## src/hw/rtl/cspf_ram.sv

```systemverilog
module cspf_ram #(
    parameter int WIDTH = 8,
    parameter int DEPTH = 16
) (
    input  logic                     clk,
    input  logic                     wr_en,
    input  logic [$clog2(DEPTH)-1:0] wr_addr,
    input  logic [WIDTH-1:0]         wr_data,
    input  logic                     rd_en,
    input  logic [$clog2(DEPTH)-1:0] rd_addr,
    output logic [WIDTH-1:0]         rd_data
);

    logic [WIDTH-1:0] mem [DEPTH];

    always_ff @(posedge clk)
    begin
        if (wr_en)
        begin
            mem[wr_addr] <= wr_data;
        end
    end

    always_ff @(posedge clk)
    begin
        if (rd_en)
        begin
            rd_data <= mem[rd_addr];
        end
    end

endmodule

```

## config.mk

```make
export PLATFORM = sky130hd
export DESIGN_NAME = cspf_ram
export DESIGN_NICKNAME = d
export VERILOG_FILES = /design/src/hw/rtl/cspf_ram.sv
export SDC_FILE = /design/constraint.sdc
export NUM_CORES = 1
export LEC_CHECK = 0
export ABC_AREA = 1
export BUFFER_PORTS_ARGS = -buffer_cell sky130_fd_sc_hd__buf_4
export CAP_MARGIN = 25
export CORE_MARGIN = 4
export CORE_UTILIZATION = 47
export CTS_CLUSTER_SIZE = 40
export DETAILED_ROUTE_END_ITERATION = 10
export PLACE_DENSITY = 0.62
export SYNTH_ARGS = -nofsm -noshare
export SYNTH_HDL_FRONTEND = slang
export SYNTH_SLANG_ARGS = --single-unit
export TNS_END_PERCENT = 5
```

## constraint.sdc

```tcl
create_clock -name clk -period 4.2 [get_ports clk]
set_clock_uncertainty 0.05 [all_clocks]
set_input_delay 1.26 -clock clk [delete_from_list [all_inputs] [get_ports clk]]
set_output_delay 1.26 -clock clk [all_outputs]
set_load 0.02 [all_outputs]
```

==> results_tabular.tex <==
\begin{tabular}{lr}
\hline
Metric & Value \\
\hline
\multicolumn{2}{l}{\textbf{GRT}} \\
Vias in the first global route & 3526 \\
GRT Util Overall & 0.190 \\
Total global routing overflow & 0 \\
Maximum number of pins on one net before global-route repair & 65 \\
Wire length of the first global-routing pass & 19900 um \\
Number of antenna violations at the first check in global routing & 0 \\
\multicolumn{2}{l}{\textbf{Finish}} \\
Share of post-route cells with drive strength above 1 & 0.0853 \\
Final standard cell area without fillers & 6610 um\^{}2 \\
Post-synthesis to final-layout area growth & 13.0\% \\
Number of fill cells in the layout & 1102 \\
Count of nets after finishing & 593 \\
Antenna cells & 0 \\
\multicolumn{2}{l}{\textbf{Clocking}} \\
Clock latency of the later-clocked register in the worst-skew pair & 0.42 ns \\
Post-CTS Resized & 0 \\
Worst-path clk slew & 0.05 ns \\
Clock tree root driver cell & sky130\_fd\_sc\_hd\_\_clkbuf\_16 \\
Hold Buf Count CTS & 0 \\
Number of buffers created by CTS & 17 \\
Setup repair bufs after CTS & 0 \\
Clock tree from TritonCTS & built \\
Number of levels the H-tree was split into & 4 \\
Max Root-Sink Buffers & 2 \\
Clock tree sinks & 136 \\
\multicolumn{2}{l}{\textbf{Worst setup path}} \\
Start-to-end type of the worst setup path & input pin to flop \\
Data required time of the critical path & 4.31 ns \\
Maximum single-stage delay on the critical path & 0.48 ns \\
Cell family contributing the most delay on the critical path & buffers and inverters \\
Crit path buffers/inverters & 3 \\
Worst setup EP type & flop \\
Critical path's most frequent cell & sky130\_fd\_sc\_hd\_\_nand3\_1 \\
Arrival time at the worst endpoint & 2.74 ns \\
Cell at the slowest stage of the critical path & sky130\_fd\_sc\_hd\_\_buf\_4 \\
Crit-path max FO & 42 \\
Cell-by-cell trace of the critical path & buf\_4, inv\_2, buf\_4, nand2\_1, nand3\_1, nand3\_1, nand3\_1, nand2\_1 \\
Sort of element at the start of the critical path & input pin \\
\multicolumn{2}{l}{\textbf{Power and ir drop}} \\
Power density cells & 458 nW/um\^{}2 \\
Max rail drop VDD & 0.251 mV \\
Leakage power total & 2.81 nW \\
\multicolumn{2}{l}{\textbf{STA}} \\
Measured slew at the worst slew-check pin & 0.883 ns \\
Total negative slack & 0 ns \\
Crit path time final & 2.63 ns \\
Fmax & 0.380 GHz \\
Count of pins over their slew limit & 0 \\
Final Cycle Share & 0.626 \\
Setup violation total in the final timing report & 0 \\
Normalized max-slew margin & 0.409 \\
Setup repair after global routing missed its margin & no \\
Final number of hold-violating endpoints & 0 \\
\multicolumn{2}{l}{\textbf{Floorplanning}} \\
Core Rows & 40 \\
Vertical die dimension & 120 um \\
Die outline width & 120 um \\
Die area & 14300 um\^{}2 \\
Placeable core region & 12100 um\^{}2 \\
IO Pins & 27 \\
Starting density of the core & 0.483 \\
\multicolumn{2}{l}{\textbf{Run}} \\
Max-cap violation count & 0 \\
\multicolumn{2}{l}{\textbf{Placement}} \\
Detailed placement HPWL & 7760 um \\
Buffers added on ports & 26 \\
Final weighted congestion in routability-driven placement & 0.780 \\
Placed Instance Area & 6100 um\^{}2 \\
\multicolumn{2}{l}{\textbf{Routing}} \\
Vias per cell & 4.97 \\
DR DRC count & 0 \\
Drt total wl & 12800 um \\
First-pass iteration count of the detailed router & 5 \\
Routed WL per cell & 16.9 um \\
DRT antenna net count & 0 \\
Starting DRT DRC Count & 313 \\
Number of vias after detailed routing & 3750 \\
\multicolumn{2}{l}{\textbf{Synth}} \\
Async set or reset register ratio after synthesis & 0 \\
Warnings from Yosys & 0 \\
List of most frequent post-synthesis cells & sky130\_fd\_sc\_hd\_\_nand2\_1, sky130\_fd\_sc\_hd\_\_edfxtp\_1, sky130\_fd\_sc\_hd\_\_inv\_1, sky130\_fd\_sc\_hd\_\_nand3\_1, sky130\_fd\_sc\_hd\_\_nor2\_1 \\
Library cell with the largest summed area after synthesis & sky130\_fd\_sc\_hd\_\_edfxtp\_1 \\
Count of flip-flops with a built-in enable after synthesis & 136 \\
Portion of synthesized cell area occupied by the leading cell type & 0.698 \\
Most frequently used cell type in the post-synthesis netlist & sky130\_fd\_sc\_hd\_\_nand2\_1 \\
Number of different library cells in the post-synthesis netlist & 11 \\
Post-synth design cell area & 5850 um\^{}2 \\
Share of the yosys chip area belonging to registers & 0.698 \\
Most common flop cell mapped by yosys & sky130\_fd\_sc\_hd\_\_edfxtp\_1 \\
Flip-flop and latch count after synthesis & 136 \\
Synthesized netlist cell count & 551 \\
Main area contributors after synthesis & sky130\_fd\_sc\_hd\_\_edfxtp\_1, sky130\_fd\_sc\_hd\_\_nand2\_1, sky130\_fd\_sc\_hd\_\_nand3\_1 \\
Mean instance size in the synthesized netlist & 10.6 um\^{}2 \\
Number of nets in the synthesized netlist & 570 \\
\multicolumn{2}{l}{\textbf{Run status}} \\
Outcome & finished, final reports clean \\
\multicolumn{2}{l}{\textbf{Hold path}} \\
Class of the tightest hold or removal check & flop to flop \\
\hline
\end{tabular}
placed cells by master (no fill, tap or decap):
master	synthesis	final
sky130_fd_sc_hd__clkbuf_1	0	8
sky130_fd_sc_hd__buf_4	4	28
sky130_fd_sc_hd__nand3_1	97	97
sky130_fd_sc_hd__clkinv_2	0	2
sky130_fd_sc_hd__inv_2	2	2
sky130_fd_sc_hd__nand2_1	173	173
sky130_fd_sc_hd__nand3b_1	2	2
sky130_fd_sc_hd__bufinv_16	0	1
sky130_fd_sc_hd__clkbuf_16	0	17
sky130_fd_sc_hd__inv_1	100	100
sky130_fd_sc_hd__edfxtp_1	136	136
sky130_fd_sc_hd__clkinv_1	0	3
sky130_fd_sc_hd__nor2_1	17	17
report_power, final:
| part | internal (W) | switching [W] |
|---|---|---|
| sequential | 0.00153 | 0.00000786 |
| clock | 0.000800 | 0.000496 |
| combinational | 0.0000552 | 0.000136 |
tightest hold or removal path, delay by kind of cell (launching register included):
| kind | cells | cell delay, ns |
|---|---|---|
| buffers and inverters | 1 | 0.03 |
| DFF | 1 | 0.31 |
| and+or+nand+nor | 5 | 0.32 |
worst paths after layout:
kind              depth (start not counted)          to  startpoint  slack [ns]
hold reg to reg                           6  rd_data[4]   mem[6][4]        0.73
setup reg to reg                          6  rd_data[5]  mem[10][5]        2.93
hold / removal                            6  rd_data[4]   mem[6][4]        0.73
setup / recovery                          8  rd_data[1]  rd_addr[0]        1.57
registers in the layout, indices dropped and copies added (netlist names):
register  cells
mem         128
rd_data       8
cell type report:
cell class,count,area (um^2),share of cell area
sequential,136,4080,0.618
multi-input combinational,289,1210,0.184
clock buffer,25,455,0.0689
tap,168,210,0.0318
clock inverter,6,51.3,0.00776
timing repair buffer,28,210,0.0318
inverter,102,383,0.0579
layer usage:
metal	global-route usage	wire length [um]	share of wire
met1	0.268	5760	0.45
met2	0.283	5960	0.47
met3	0.0495	819	0.064
met4	0.0723	236	0.018
met5	0	0	0
stage by stage:
stage	utilization	setup slack, ns	power, W	std cells	hold slack, ns
after floorplan	-	1.94	0.00168	551	0.633
after global placement	0.504	1.15	0.00175	723	0.685
after detailed placement	0.504	1.13	0.00176	723	0.707
after CTS	0.546	1.56	0.00304	754	0.722
after global routing	0.546	1.42	0.00314	754	0.760
final	0.546	1.57	0.00303	754	0.725
kinds of logic after synthesis:
family        synth area share
buf+inv                 0.0939
flops                    0.698
simple gates             0.208
Power figures use the tool's default switching activity.
